===== config.mk =====
export PLATFORM = sky130hd
export DESIGN_NAME = thread_ready_queue_keyed_removal
export DESIGN_NICKNAME = d
export VERILOG_FILES = /design/src/design/trqkr_pkg.sv /design/src/design/thread_ready_queue_keyed_removal.sv /design/src/design/trqkr_cell.sv
export SDC_FILE = /design/constraint.sdc
export NUM_CORES = 1
export LEC_CHECK = 0
export BUFFER_PORTS_ARGS = -buffer_cell sky130_fd_sc_hd__buf_2
export CORE_ASPECT_RATIO = 0.75
export CORE_MARGIN = 4
export CORE_UTILIZATION = 50
export CTS_CLUSTER_SIZE = 12
export DETAILED_ROUTE_END_ITERATION = 10
export GPL_TIMING_DRIVEN = 0
export PLACE_DENSITY = 0.65
export SETUP_SLACK_MARGIN = 0.02
export SYNTH_ARGS = -nofsm -noshare
export SYNTH_HDL_FRONTEND = slang
export SYNTH_SLANG_ARGS = --single-unit

===== constraint.sdc =====
create_clock -name i_clk -period 6.4 [get_ports i_clk]
set_clock_uncertainty 0.15 [all_clocks]
set_input_delay 0.64 -clock i_clk [delete_from_list [all_inputs] [get_ports i_clk]]
set_output_delay 0.64 -clock i_clk [all_outputs]
set_load 0.01 [all_outputs]

===== src/design/trqkr_pkg.sv =====
`default_nettype none
// ---------------------------------------------------------------------------
// trqkr_pkg: shared types and constants for the thread ready queue
// Operation and status codes, request token control and default sizes.
// ---------------------------------------------------------------------------
package trqkr_pkg;

    // default sizes
    localparam int QUEUE_DEPTH_DEF = 16;
    localparam int ID_BITS_DEF     = 16;

    // fixed field widths
    localparam int OP_W     = 2;
    localparam int KEY_W    = 16;
    localparam int HANDLE_W = 16;
    localparam int STATUS_W = 2;

    // operation codes
    typedef enum logic [OP_W-1:0] {
        OP_ENQ  = 2'd0,
        OP_DEQ  = 2'd1,
        OP_SRCH = 2'd2,
        OP_REM  = 2'd3
    } t_op;

    // result status codes
    typedef enum logic [STATUS_W-1:0] {
        STAT_DONE = 2'd0,
        STAT_MISS = 2'd1,
        STAT_FULL = 2'd2
    } t_status;

    // control part of the request token walking the cell row
    typedef struct packed {
        logic valid;
        t_op  op;
        logic found;    // match found, or free slot filled on enqueue
    } t_tok;

endpackage
`default_nettype wire


===== src/design/thread_ready_queue_keyed_removal.sv =====
`default_nettype none
// ---------------------------------------------------------------------------
// thread_ready_queue_keyed_removal: FIFO run queue with search/remove by id
// A row of QUEUE_DEPTH cells, head at cell 0; each request token walks the
// row one cell per cycle and a result is formed when it leaves the tail.
// ---------------------------------------------------------------------------
// One request is in the row at a time; start is taken again in the strobe
// cycle, when busy has fallen. This is set by the token walking the cell row.
// The result strobe lasts one cycle; the receiver cannot stall it.
// Reset (synchronous, active low) empties the queue at once; no clearing pass.
module thread_ready_queue_keyed_removal #(
    parameter int QUEUE_DEPTH = trqkr_pkg::QUEUE_DEPTH_DEF,
    parameter int ID_BITS     = trqkr_pkg::ID_BITS_DEF,
    parameter int CNT_W       = $clog2(QUEUE_DEPTH + 1)
) (
    input  wire                                i_clk,
    input  wire                                i_rst_n,
    input  wire                                start,
    output logic                               busy,
    input  wire  [trqkr_pkg::OP_W-1:0]         i_op,
    input  wire  [trqkr_pkg::KEY_W-1:0]        i_thread_id,
    input  wire  [trqkr_pkg::HANDLE_W-1:0]     i_thread_handle,
    output logic                               o_strobe,
    output logic [trqkr_pkg::STATUS_W-1:0]     o_status,
    output logic [trqkr_pkg::HANDLE_W-1:0]     o_handle_out,
    output logic [CNT_W-1:0]                   o_entry_count
);

    trqkr_pkg::t_tok                tok  [QUEUE_DEPTH+1];
    logic [ID_BITS-1:0]             key  [QUEUE_DEPTH+1];
    logic [trqkr_pkg::HANDLE_W-1:0] hnd  [QUEUE_DEPTH+1];
    logic [trqkr_pkg::HANDLE_W-1:0] fhnd [QUEUE_DEPTH+1];

    logic                           bk_load [QUEUE_DEPTH+1];
    logic [ID_BITS-1:0]             bk_id   [QUEUE_DEPTH+1];
    logic [trqkr_pkg::HANDLE_W-1:0] bk_hnd  [QUEUE_DEPTH+1];

    logic                           r_busy;
    logic [CNT_W-1:0]               r_count;
    logic [CNT_W-1:0]               n_count;
    logic                           r_strobe;
    trqkr_pkg::t_status             r_status;
    trqkr_pkg::t_status             n_status;
    logic [trqkr_pkg::HANDLE_W-1:0] r_handle;
    logic                           accept;
    logic                           done;
    logic                           fin_enq;

    // request enters the head cell
    assign accept = start && !r_busy;
    assign done   = tok[QUEUE_DEPTH].valid;

    always_comb begin
        tok[0].valid = accept;
        tok[0].op    = trqkr_pkg::t_op'(i_op);
        tok[0].found = 1'b0;
        key[0]       = ID_BITS'(i_thread_id);
        hnd[0]       = i_thread_handle;
        fhnd[0]      = '0;
    end

    // nothing moves in past the tail
    assign bk_load[QUEUE_DEPTH] = 1'b0;
    assign bk_id[QUEUE_DEPTH]   = '0;
    assign bk_hnd[QUEUE_DEPTH]  = '0;

    // cell row
    for (genvar g = 0; g < QUEUE_DEPTH; g++) begin : g_cell
        trqkr_cell #(
            .ID_BITS (ID_BITS)
        ) u_cell (
            .i_clk       (i_clk),
            .i_rst_n     (i_rst_n),
            .i_tok       (tok[g]),
            .i_key       (key[g]),
            .i_hnd       (hnd[g]),
            .i_fhnd      (fhnd[g]),
            .o_tok       (tok[g+1]),
            .o_key       (key[g+1]),
            .o_hnd       (hnd[g+1]),
            .o_fhnd      (fhnd[g+1]),
            .i_back_load (bk_load[g+1]),
            .i_back_id   (bk_id[g+1]),
            .i_back_hnd  (bk_hnd[g+1]),
            .o_back_load (bk_load[g]),
            .o_back_id   (bk_id[g]),
            .o_back_hnd  (bk_hnd[g])
        );
    end

    // result of the token leaving the tail
    always_comb begin
        fin_enq = (tok[QUEUE_DEPTH].op == trqkr_pkg::OP_ENQ);
        n_count = r_count;
        if (tok[QUEUE_DEPTH].found) begin
            n_status = trqkr_pkg::STAT_DONE;
        end else if (fin_enq) begin
            n_status = trqkr_pkg::STAT_FULL;
        end else begin
            n_status = trqkr_pkg::STAT_MISS;
        end
        unique case (tok[QUEUE_DEPTH].op)
            trqkr_pkg::OP_ENQ: begin
                if (tok[QUEUE_DEPTH].found) n_count = r_count + CNT_W'(1);
            end
            trqkr_pkg::OP_DEQ, trqkr_pkg::OP_REM: begin
                if (tok[QUEUE_DEPTH].found) n_count = r_count - CNT_W'(1);
            end
            default: begin
                n_count = r_count;
            end
        endcase
    end

    // control and registered result
    always_ff @(posedge i_clk) begin
        if (!i_rst_n) begin
            r_busy   <= 1'b0;
            r_count  <= '0;
            r_strobe <= 1'b0;
        end else begin
            r_strobe <= done;
            if (accept) begin
                r_busy <= 1'b1;
            end else if (done) begin
                r_busy <= 1'b0;
            end
            if (done) begin
                r_count <= n_count;
            end
        end
    end

    always_ff @(posedge i_clk) begin
        if (done) begin
            r_status <= n_status;
            r_handle <= fhnd[QUEUE_DEPTH];
        end
    end

    assign busy          = r_busy;
    assign o_strobe      = r_strobe;
    assign o_status      = r_status;
    assign o_handle_out  = r_handle;
    assign o_entry_count = r_count;

endmodule
`default_nettype wire


===== src/design/trqkr_cell.sv =====
`default_nettype none
// ---------------------------------------------------------------------------
// trqkr_cell: one queue position
// Holds one entry, handles the request token as it passes and hands it on,
// and pushes its entry one place toward the head after a removal.
// ---------------------------------------------------------------------------
module trqkr_cell #(
    parameter int ID_BITS = trqkr_pkg::ID_BITS_DEF
) (
    input  wire                               i_clk,
    input  wire                               i_rst_n,
    // token from the head side
    input  trqkr_pkg::t_tok                   i_tok,
    input  wire  [ID_BITS-1:0]                i_key,
    input  wire  [trqkr_pkg::HANDLE_W-1:0]    i_hnd,
    input  wire  [trqkr_pkg::HANDLE_W-1:0]    i_fhnd,
    // token to the tail side
    output trqkr_pkg::t_tok                   o_tok,
    output logic [ID_BITS-1:0]                o_key,
    output logic [trqkr_pkg::HANDLE_W-1:0]    o_hnd,
    output logic [trqkr_pkg::HANDLE_W-1:0]    o_fhnd,
    // entry moving in from the tail side neighbor
    input  wire                               i_back_load,
    input  wire  [ID_BITS-1:0]                i_back_id,
    input  wire  [trqkr_pkg::HANDLE_W-1:0]    i_back_hnd,
    // entry moving out to the head side neighbor
    output logic                              o_back_load,
    output logic [ID_BITS-1:0]                o_back_id,
    output logic [trqkr_pkg::HANDLE_W-1:0]    o_back_hnd
);

    logic                           r_valid;
    logic [ID_BITS-1:0]             r_id;
    logic [trqkr_pkg::HANDLE_W-1:0] r_hnd;

    trqkr_pkg::t_tok                r_tok;
    trqkr_pkg::t_tok                n_tok;
    logic [ID_BITS-1:0]             r_key;
    logic [trqkr_pkg::HANDLE_W-1:0] r_thnd;
    logic [trqkr_pkg::HANDLE_W-1:0] r_fhnd;

    logic is_enq;
    logic is_take;
    logic hit;
    logic enq_hit;
    logic shift;

    // decode what the passing request does here
    always_comb begin
        is_enq  = (i_tok.op == trqkr_pkg::OP_ENQ);
        is_take = (i_tok.op == trqkr_pkg::OP_DEQ) || (i_tok.op == trqkr_pkg::OP_REM);
        hit     = i_tok.valid && !is_enq && !i_tok.found && r_valid
                  && ((i_tok.op == trqkr_pkg::OP_DEQ) || (r_id == i_key));
        enq_hit = i_tok.valid && is_enq && !i_tok.found && !r_valid;
        shift   = i_tok.valid && is_take && i_tok.found && r_valid;
        n_tok       = i_tok;
        n_tok.found = i_tok.found || hit || enq_hit;
    end

    // entry handed toward the head to close the gap
    assign o_back_load = shift;
    assign o_back_id   = r_id;
    assign o_back_hnd  = r_hnd;

    // entry storage
    always_ff @(posedge i_clk) begin
        if (!i_rst_n) begin
            r_valid <= 1'b0;
        end else if (i_back_load) begin
            r_valid <= 1'b1;
        end else if (enq_hit) begin
            r_valid <= 1'b1;
        end else if ((hit && is_take) || shift) begin
            r_valid <= 1'b0;
        end
    end

    always_ff @(posedge i_clk) begin
        if (i_back_load) begin
            r_id  <= i_back_id;
            r_hnd <= i_back_hnd;
        end else if (enq_hit) begin
            r_id  <= i_key;
            r_hnd <= i_hnd;
        end
    end

    // token stage toward the next cell
    always_ff @(posedge i_clk) begin
        if (!i_rst_n) begin
            r_tok <= '0;
        end else begin
            r_tok <= n_tok;
        end
    end

    always_ff @(posedge i_clk) begin
        r_key  <= i_key;
        r_thnd <= i_hnd;
        r_fhnd <= hit ? r_hnd : i_fhnd;
    end

    assign o_tok  = r_tok;
    assign o_key  = r_key;
    assign o_hnd  = r_thnd;
    assign o_fhnd = r_fhnd;

endmodule
`default_nettype wire


==> results of run 1 <==
## cells by family after synthesis
kind of cell / after synthesis
multiplexers: 626
adder cells (fa/ha/maj): 4
flip-flops: 1353
AND/OR/NAND/NOR: 831
buffers and inverters: 365
XOR/XNOR: 271
AO/OA/AOI/OAI: 861
## synthesized netlist by cell type (all sizes together), types with 3 or more instances
cell and instances:
nand2 56, xor2 8, xnor2 263, buf 55
nor2b 4, mux2 480, mux2i 146, and3 90
o21a 17, nand4 85, a31oi 5, and3b 10
nand2b 165, o31ai 4, o211ai 3, nor2 79
and2 46, o21ba 10, dfxtp 823, o21ai 368
nor4 16, clkbuf 215, o221ai 16, o41ai 9
nor3 19, a21oi 183, inv 95, nand3 243
or2 9, a31o 4, a221oi 9, ha 3
edfxtp 530, a22o 144, a221o 79
## final cells by class
| type | count | area [um^2] |
|---|---|---|
| diodes | 1 | 2.50 |
| plain buffers | 270 | 1170 |
| clock buffers | 222 | 3920 |
| clock inverters | 29 | 342 |
| fillers | 8739 | 44900 |
| inverters | 95 | 357 |
| multi-input cells | 2593 | 19800 |
| flip-flops and latches | 1353 | 32400 |
| well taps | 1417 | 1770 |
| repair buffers | 141 | 1070 |
## sequential cells by signal (all words and copies together), names as in the netlist, 16 cells and up
register	cells
o_handle_out	16
g_cell.u_cell.r_valid	16
g_cell.u_cell.o_back_id	256
g_cell.u_cell.o_tok	64
g_cell.u_cell.o_key	240
g_cell.u_cell.o_fhnd	256
g_cell.u_cell.o_hnd	240
g_cell.u_cell.o_back_hnd	256
## per-layer routing
metal / wire length [um] / global-route usage, %
met2: 46800 / 27.6
met4: 2140 / 5.59
met3: 9740 / 4.37
met1: 63800 / 36.5
met5: 0 / 0
## worst max-delay path by stage
| stage | startpoint | endpoint |
|---|---|---|
| 2_1_floorplan | g_cell[10].u_cell.o_tok[2]$_SDFF_PN0_ | g_cell[11].u_cell.o_back_hnd[0]$_DFFE_PP_ |
| 3_3_place_gp | g_cell[0].u_cell.o_tok[2]$_SDFF_PN0_ | g_cell[1].u_cell.o_back_id[9]$_DFFE_PP_ |
| 3_5_place_dp | i_thread_id[11] | g_cell[0].u_cell.o_fhnd[5]$_SDFF_PN0_ |
| 4_1_cts | g_cell[12].u_cell.o_tok[1]$_SDFF_PN0_ | g_cell[12].u_cell.o_back_id[5]$_DFFE_PP_ |
| 5_1_grt | g_cell[6].u_cell.o_tok[1]$_SDFF_PN0_ | g_cell[6].u_cell.o_back_id[9]$_DFFE_PP_ |
| 6_report | i_thread_id[11] | g_cell[0].u_cell.o_fhnd[6]$_SDFF_PN0_ |
## metrics by stage
step | instance area (um^2) | hold slack [ns] | total power, uW | utilization (%)
2_1_floorplan | 53500 | 0.176 | 9960 | -
3_3_place_gp | 55600 | 0.181 | 10100 | 52.6
3_5_place_dp | 56200 | 0.184 | 10200 | 53.2
4_1_cts | 60800 | 0.0726 | 17800 | 57.5
5_1_grt | 60800 | 0.102 | 18300 | 57.5
6_report | 60800 | 0.142 | 17600 | 57.5
## power by group
group	internal, uW	total, uW	switching, uW
Combinational	332	575	244
Sequential	9230	9410	176
Clock	4340	7650	3300
Total	13900	17600	3720
## cell usage in the layout (no fill, tap or decap), drive strengths merged, types with 144 or more instances in the layout
cell,n
dfxtp,823
edfxtp,530
mux2,480
clkbuf,437
o21ai,368
xnor2,263
nand3,243
a21oi,183
nand2b,165
buf,161
mux2i,146
a22o,144
## what timing repair did
| action | 4_1_cts | 5_1_grt |
|---|---|---|
| hold buffers | 35 | 0 |
| setup buffers | 0 | 0 |
| hold endpoints to repair | 42 | 0 |
## critical path: stages
cell	delay, ns
dlygate4sd3_1	0.53
buf_2	0.15
xnor2_1	0.33
nand4_1	0.17
nor4_1	0.82
mux2i_1	0.53
clkbuf_1	0.39
nor2_1	0.18
==> impl_metrics.csv, run 1 <==
group,metric,value,unit
power,p_leak,0.0209,uW
hold_path,min-delay-start,"i_rst_n",
yosys,ys_types,60,
setup_path,startpoint_type,"input port",
power,vdd_drop_max,172,uV
detailed_routing,via_count,35200,
yosys,ys.flop_type,"dfxtp_1",
yosys,synthAdderAreaFrac,0.108,%
sta,fin_crit_sh,50.4,%
placement,place_hpwl,90800,um
sta,fin_tns_setup,0,ns
cells_and_area,layout.nets,4633,
yosys,yosys_warnings,0,
cells_and_area,final_cells,6121,
floorplanning,die_w,386,um
cells_and_area,area_growth,13.6,%
setup_path,r2r_setup_slack,3.17,ns
floorplanning,dieArea,112000,um^2
yosys,synth_simple_gate_area_share,8.80,%
global_routing,overflow,0,
setup_path,path_class,"input port to flip-flop",
setup_path,crit-reg2reg-launch,"g_cell[6].u_cell.o_tok[1]$_SDFF_PN0_",
yosys,muxShareOfSynthArea,12.8,%
run,cap_violations,0,
placement,pre_cts_ws,3.03,ns
clocking,clk_pin_slew,0.06,ns
setup_path,r2r_cells,7,
clocking,post_cts_resized,0,
clocking,cts_max_level,4,
global_routing,antenna_found_initial,0,
sta,worst_pin_slew,1.10,ns
detailed_routing,detail_route.first_pass.iterations,6,
hold_path,hold_path_end,"g_cell[15].u_cell.o_tok[2]$_SDFF_PN0_",
sta,period_needed,3.23,ns
global_routing,grt_max_degree,33,
setup_path,critPathMaxFanout,10,
floorplanning,initial_utilization,50.6,%
global_routing,grt_usage,21.7,%
yosys,synth_seq_cells,1353,
sta,slew_viol_final,0,
floorplanning,die_h,291,um
sta,max_slew_margin,26.0,%
yosys,synth.area.top_cells,"dfxtp_1 (31%), edfxtp_1 (30%), mux2_2 (10%)",
setup_path,worstSetupEndpointType,"flip-flop",
yosys,synth_top_family_by_area,"multiplexers",
sta,finalHoldViolations,0,
clocking,cts_buffer_depth,3,
sta,final-setup-viol-count,0,
yosys,yosysSeqAreaShare,60.5,%
clocking,cts_root_buffer,"clkbuf_16",
yosys,synthArstFlopShare,0,%
sta,layout_setup_ws,3.17,ns
cells_and_area,drive_gt1_share,18.7,%
yosys,synth_cells,4311,
placement,place_congestion,0.882,
hold_path,hp-class,"input port to flip-flop",
setup_path,reg2reg_to,"g_cell[6].u_cell.o_back_id[9]$_DFFE_PP_",
sta,fmax,0.310,GHz
clocking,cts-buffers-inserted,138,
global_routing,grt_pass1_wl,196000,um
hold_path,worst_hold_path.num_cells,2,
yosys,yosys.area_share.xor_xnor,4.44,%
detailed_routing,antenna_left,0,
detailed_routing,wl,122000,um
yosys,synth_nets,4352,
clocking,clock_sinks,1353,
placement,placedCellCount,5834,
detailed_routing,first_iter_violations,3311,
floorplanning,rows,103,
yosys,syn_area,53500,um^2
clocking,cts_tree,"built",
sta,rsz0062_at_grt,"false",
yosys,synth_top_area_share,30.8,%
power,power.density,290,nW/um^2
floorplanning,ios,62,
global_routing,grt_pass1_vias,34400,
yosys,yosysTopAreaCell,"dfxtp_1",
yosys,synth_edf_count,530,
setup_path,crit_required,6.93,ns
setup_path,arrival,3.76,ns
placement,io_buffers,61,
detailed_routing,via_per_inst,5.75,
floorplanning,coreArea,106000,um^2
detailed_routing,drc,0,
yosys,synth_compound_area_share,10.4,%
yosys,synth_area_per_cell,12.4,um^2
clocking,clk_latency,0.76,ns
detailed_routing,wl_per_cell,20.0,um
outcome,status,"complete, no violations",
Note: power is estimated with default switching activity, not from simulation.
==> run 2: changes to the inputs <==
--- a/config.mk
+++ b/config.mk
@@ -12,7 +12,7 @@
 export CTS_CLUSTER_SIZE = 12
 export DETAILED_ROUTE_END_ITERATION = 10
 export GPL_TIMING_DRIVEN = 0
-export PLACE_DENSITY = 0.65
+export PLACE_DENSITY = 0.68
 export SETUP_SLACK_MARGIN = 0.02
 export SYNTH_ARGS = -nofsm -noshare
 export SYNTH_HDL_FRONTEND = slang
==> constraint.sdc (replaced) <==
create_clock -name i_clk -period 2.7 [get_ports i_clk]
set_clock_uncertainty 0.15 [all_clocks]
set_input_delay 0.27 -clock i_clk [delete_from_list [all_inputs] [get_ports i_clk]]
set_output_delay 0.27 -clock i_clk [all_outputs]
set_load 0.01 [all_outputs]
==> impl_metrics.csv, run 2 (synthesized netlist as in run 1, its figures left out) <==
group,metric,value,unit
outcome,status,"complete, no violations",
detailed_routing,first_iter_violations,3738,
global_routing,grt_pass1_vias,34200,
setup_path,r2r_setup_slack,0.12,ns
sta,fin_tns_setup,0,ns
setup_path,startpoint_type,"flip-flop",
global_routing,antenna_found_initial,0,
detailed_routing,drc,0,
clocking,clk_pin_slew,0.06,ns
sta,fmax,0.388,GHz
setup_path,critPathMaxFanout,10,
cells_and_area,area_growth,14.6,%
placement,place_hpwl,89400,um
sta,worst_pin_slew,1.06,ns
placement,place_congestion,0.878,
detailed_routing,antenna_left,0,
setup_path,path_class,"flip-flop to flip-flop",
hold_path,worst_hold_path.num_cells,2,
sta,fin_hold_ws,0.0431,ns
detailed_routing,wl,122000,um
clocking,cts_root_buffer,"clkbuf_16",
clocking,cts_max_level,4,
clocking,clk_latency,0.73,ns
placement,placedCellCount,5814,
placement,pre_cts_ws,-0.493,ns
setup_path,crit-reg2reg-launch,"g_cell[14].u_cell.o_back_id[4]$_DFFE_PP_",
floorplanning,die_h,291,um
detailed_routing,via_count,35500,
power,power.density,683,nW/um^2
sta,fin_crit_sh,95.5,%
setup_path,crit_required,3.15,ns
sta,layout_setup_ws,0.121,ns
global_routing,grt_pass1_wl,194000,um
power,vdd_drop_max,495,uV
global_routing,grt_usage,21.4,%
floorplanning,rows,103,
cells_and_area,final_cell_mix,"dfxtp_1 (822), edfxtp_1 (530), mux2_2 (480)",
floorplanning,initial_utilization,50.6,%
sta,finalHoldViolations,0,
sta,max_slew_margin,29.2,%
cells_and_area,final_common_cell,"dfxtp_1",
sta,final-setup-viol-count,0,
floorplanning,die_w,386,um
cells_and_area,final_cells,6139,
run,cap_violations,0,
placement,io_buffers,61,
hold_path,hold_path_end,"g_cell[0].u_cell.o_hnd[14]$_DFF_P_",
cells_and_area,layout.nets,4644,
global_routing,overflow,0,
detailed_routing,wl_per_cell,19.8,um
setup_path,arrival,3.03,ns
clocking,cts_buffer_depth,3,
setup_path,r2r_cells,7,
clocking,cts_tree,"built",
hold_path,min-delay-start,"i_thread_handle[14]",
hold_path,hp-class,"input port to flip-flop",
floorplanning,ios,62,
detailed_routing,via_per_inst,5.78,
cells_and_area,drive_gt1_share,19.0,%
clocking,clock_sinks,1353,
power,p_leak,0.0212,uW
floorplanning,dieArea,112000,um^2
detailed_routing,detail_route.first_pass.iterations,6,
setup_path,reg2reg_to,"g_cell[14].u_cell.o_fhnd[6]$_DFF_P_",
floorplanning,coreArea,106000,um^2
sta,slew_viol_final,0,
clocking,cts-buffers-inserted,138,
sta,period_needed,2.58,ns
global_routing,grt_max_degree,33,
setup_path,worstSetupEndpointType,"flip-flop",
[run 2: layout make-up]
cell class	count	area [um^2]
Fill cell	8592	44400
Buffer	270	1180
Clock buffer	232	4030
Tap cell	1417	1770
Sequential cell	1353	32400
Clock inverter	25	277
Multi-Input combinational cell	2593	20000
Antenna cell	2	5.00
Timing Repair Buffer	152	1270
Inverter	95	357
[run 2: how the worst max path moves through the flow]
stage,startpoint,end
2_1_floorplan,g_cell[10].u_cell.o_tok[2]$_SDFF_PN0_,g_cell[11].u_cell.o_back_hnd[0]$_DFFE_PP_
3_3_place_gp,g_cell[14].u_cell.o_tok[1]$_SDFF_PN0_,g_cell[14].u_cell.o_back_id[7]$_DFFE_PP_
6_report,g_cell[14].u_cell.o_back_id[4]$_DFFE_PP_,g_cell[14].u_cell.o_fhnd[6]$_DFF_P_
5_1_grt,g_cell[14].u_cell.o_back_id[4]$_DFFE_PP_,g_cell[14].u_cell.o_fhnd[15]$_DFF_P_
3_5_place_dp,g_cell[14].u_cell.o_tok[1]$_SDFF_PN0_,g_cell[14].u_cell.o_back_id[8]$_DFFE_PP_
4_1_cts,g_cell[14].u_cell.o_back_id[8]$_DFFE_PP_,g_cell[14].u_cell.o_fhnd[6]$_DFF_P_
[run 2: per-stage QoR]
step	util, %	area (um^2)	power (uW)
2_1_floorplan	-	53700	23600
3_3_place_gp	52.8	55800	24000
3_5_place_dp	53.2	56200	24100
4_1_cts	57.8	61100	42300
5_1_grt	58.0	61300	43300
6_report	58.0	61300	41800
[run 2: report_power, final]
group / total, uW / internal, uW / switching [uW]
Combinational: 1390 / 792 / 596
Clock: 18200 / 10300 / 7800
Sequential: 22300 / 21900 / 415
Total: 41800 / 33000 / 8810
[run 2: critical path: stages (launching register included)]
cell	delay, ns
edfxtp_1	0.41
xnor2_1	0.24
nand4_1	0.25
nor4_4	0.30
buf_4	0.18
o21ai_1	0.17
clkbuf_1	0.33
a221o_1	0.44
[run 2: layer usage]
| layer | global-route usage [%] | share of wire, % | wire length, um |
|---|---|---|---|
| met2 | 28.0 | 39 | 47700 |
| met3 | 3.74 | 7.9 | 9550 |
| met4 | 5.00 | 1.6 | 1900 |
| met1 | 35.9 | 51 | 62500 |
| met5 | 0 | 0 | 0 |
[run 2: repair_timing]
item,4_1_cts,5_1_grt
pin swaps,22,14
hold endpoints to repair,78,0
endpoints found under the setup margin,399,271
hold buffers,38,0
buffers inserted,17,11
resized for setup,9,14
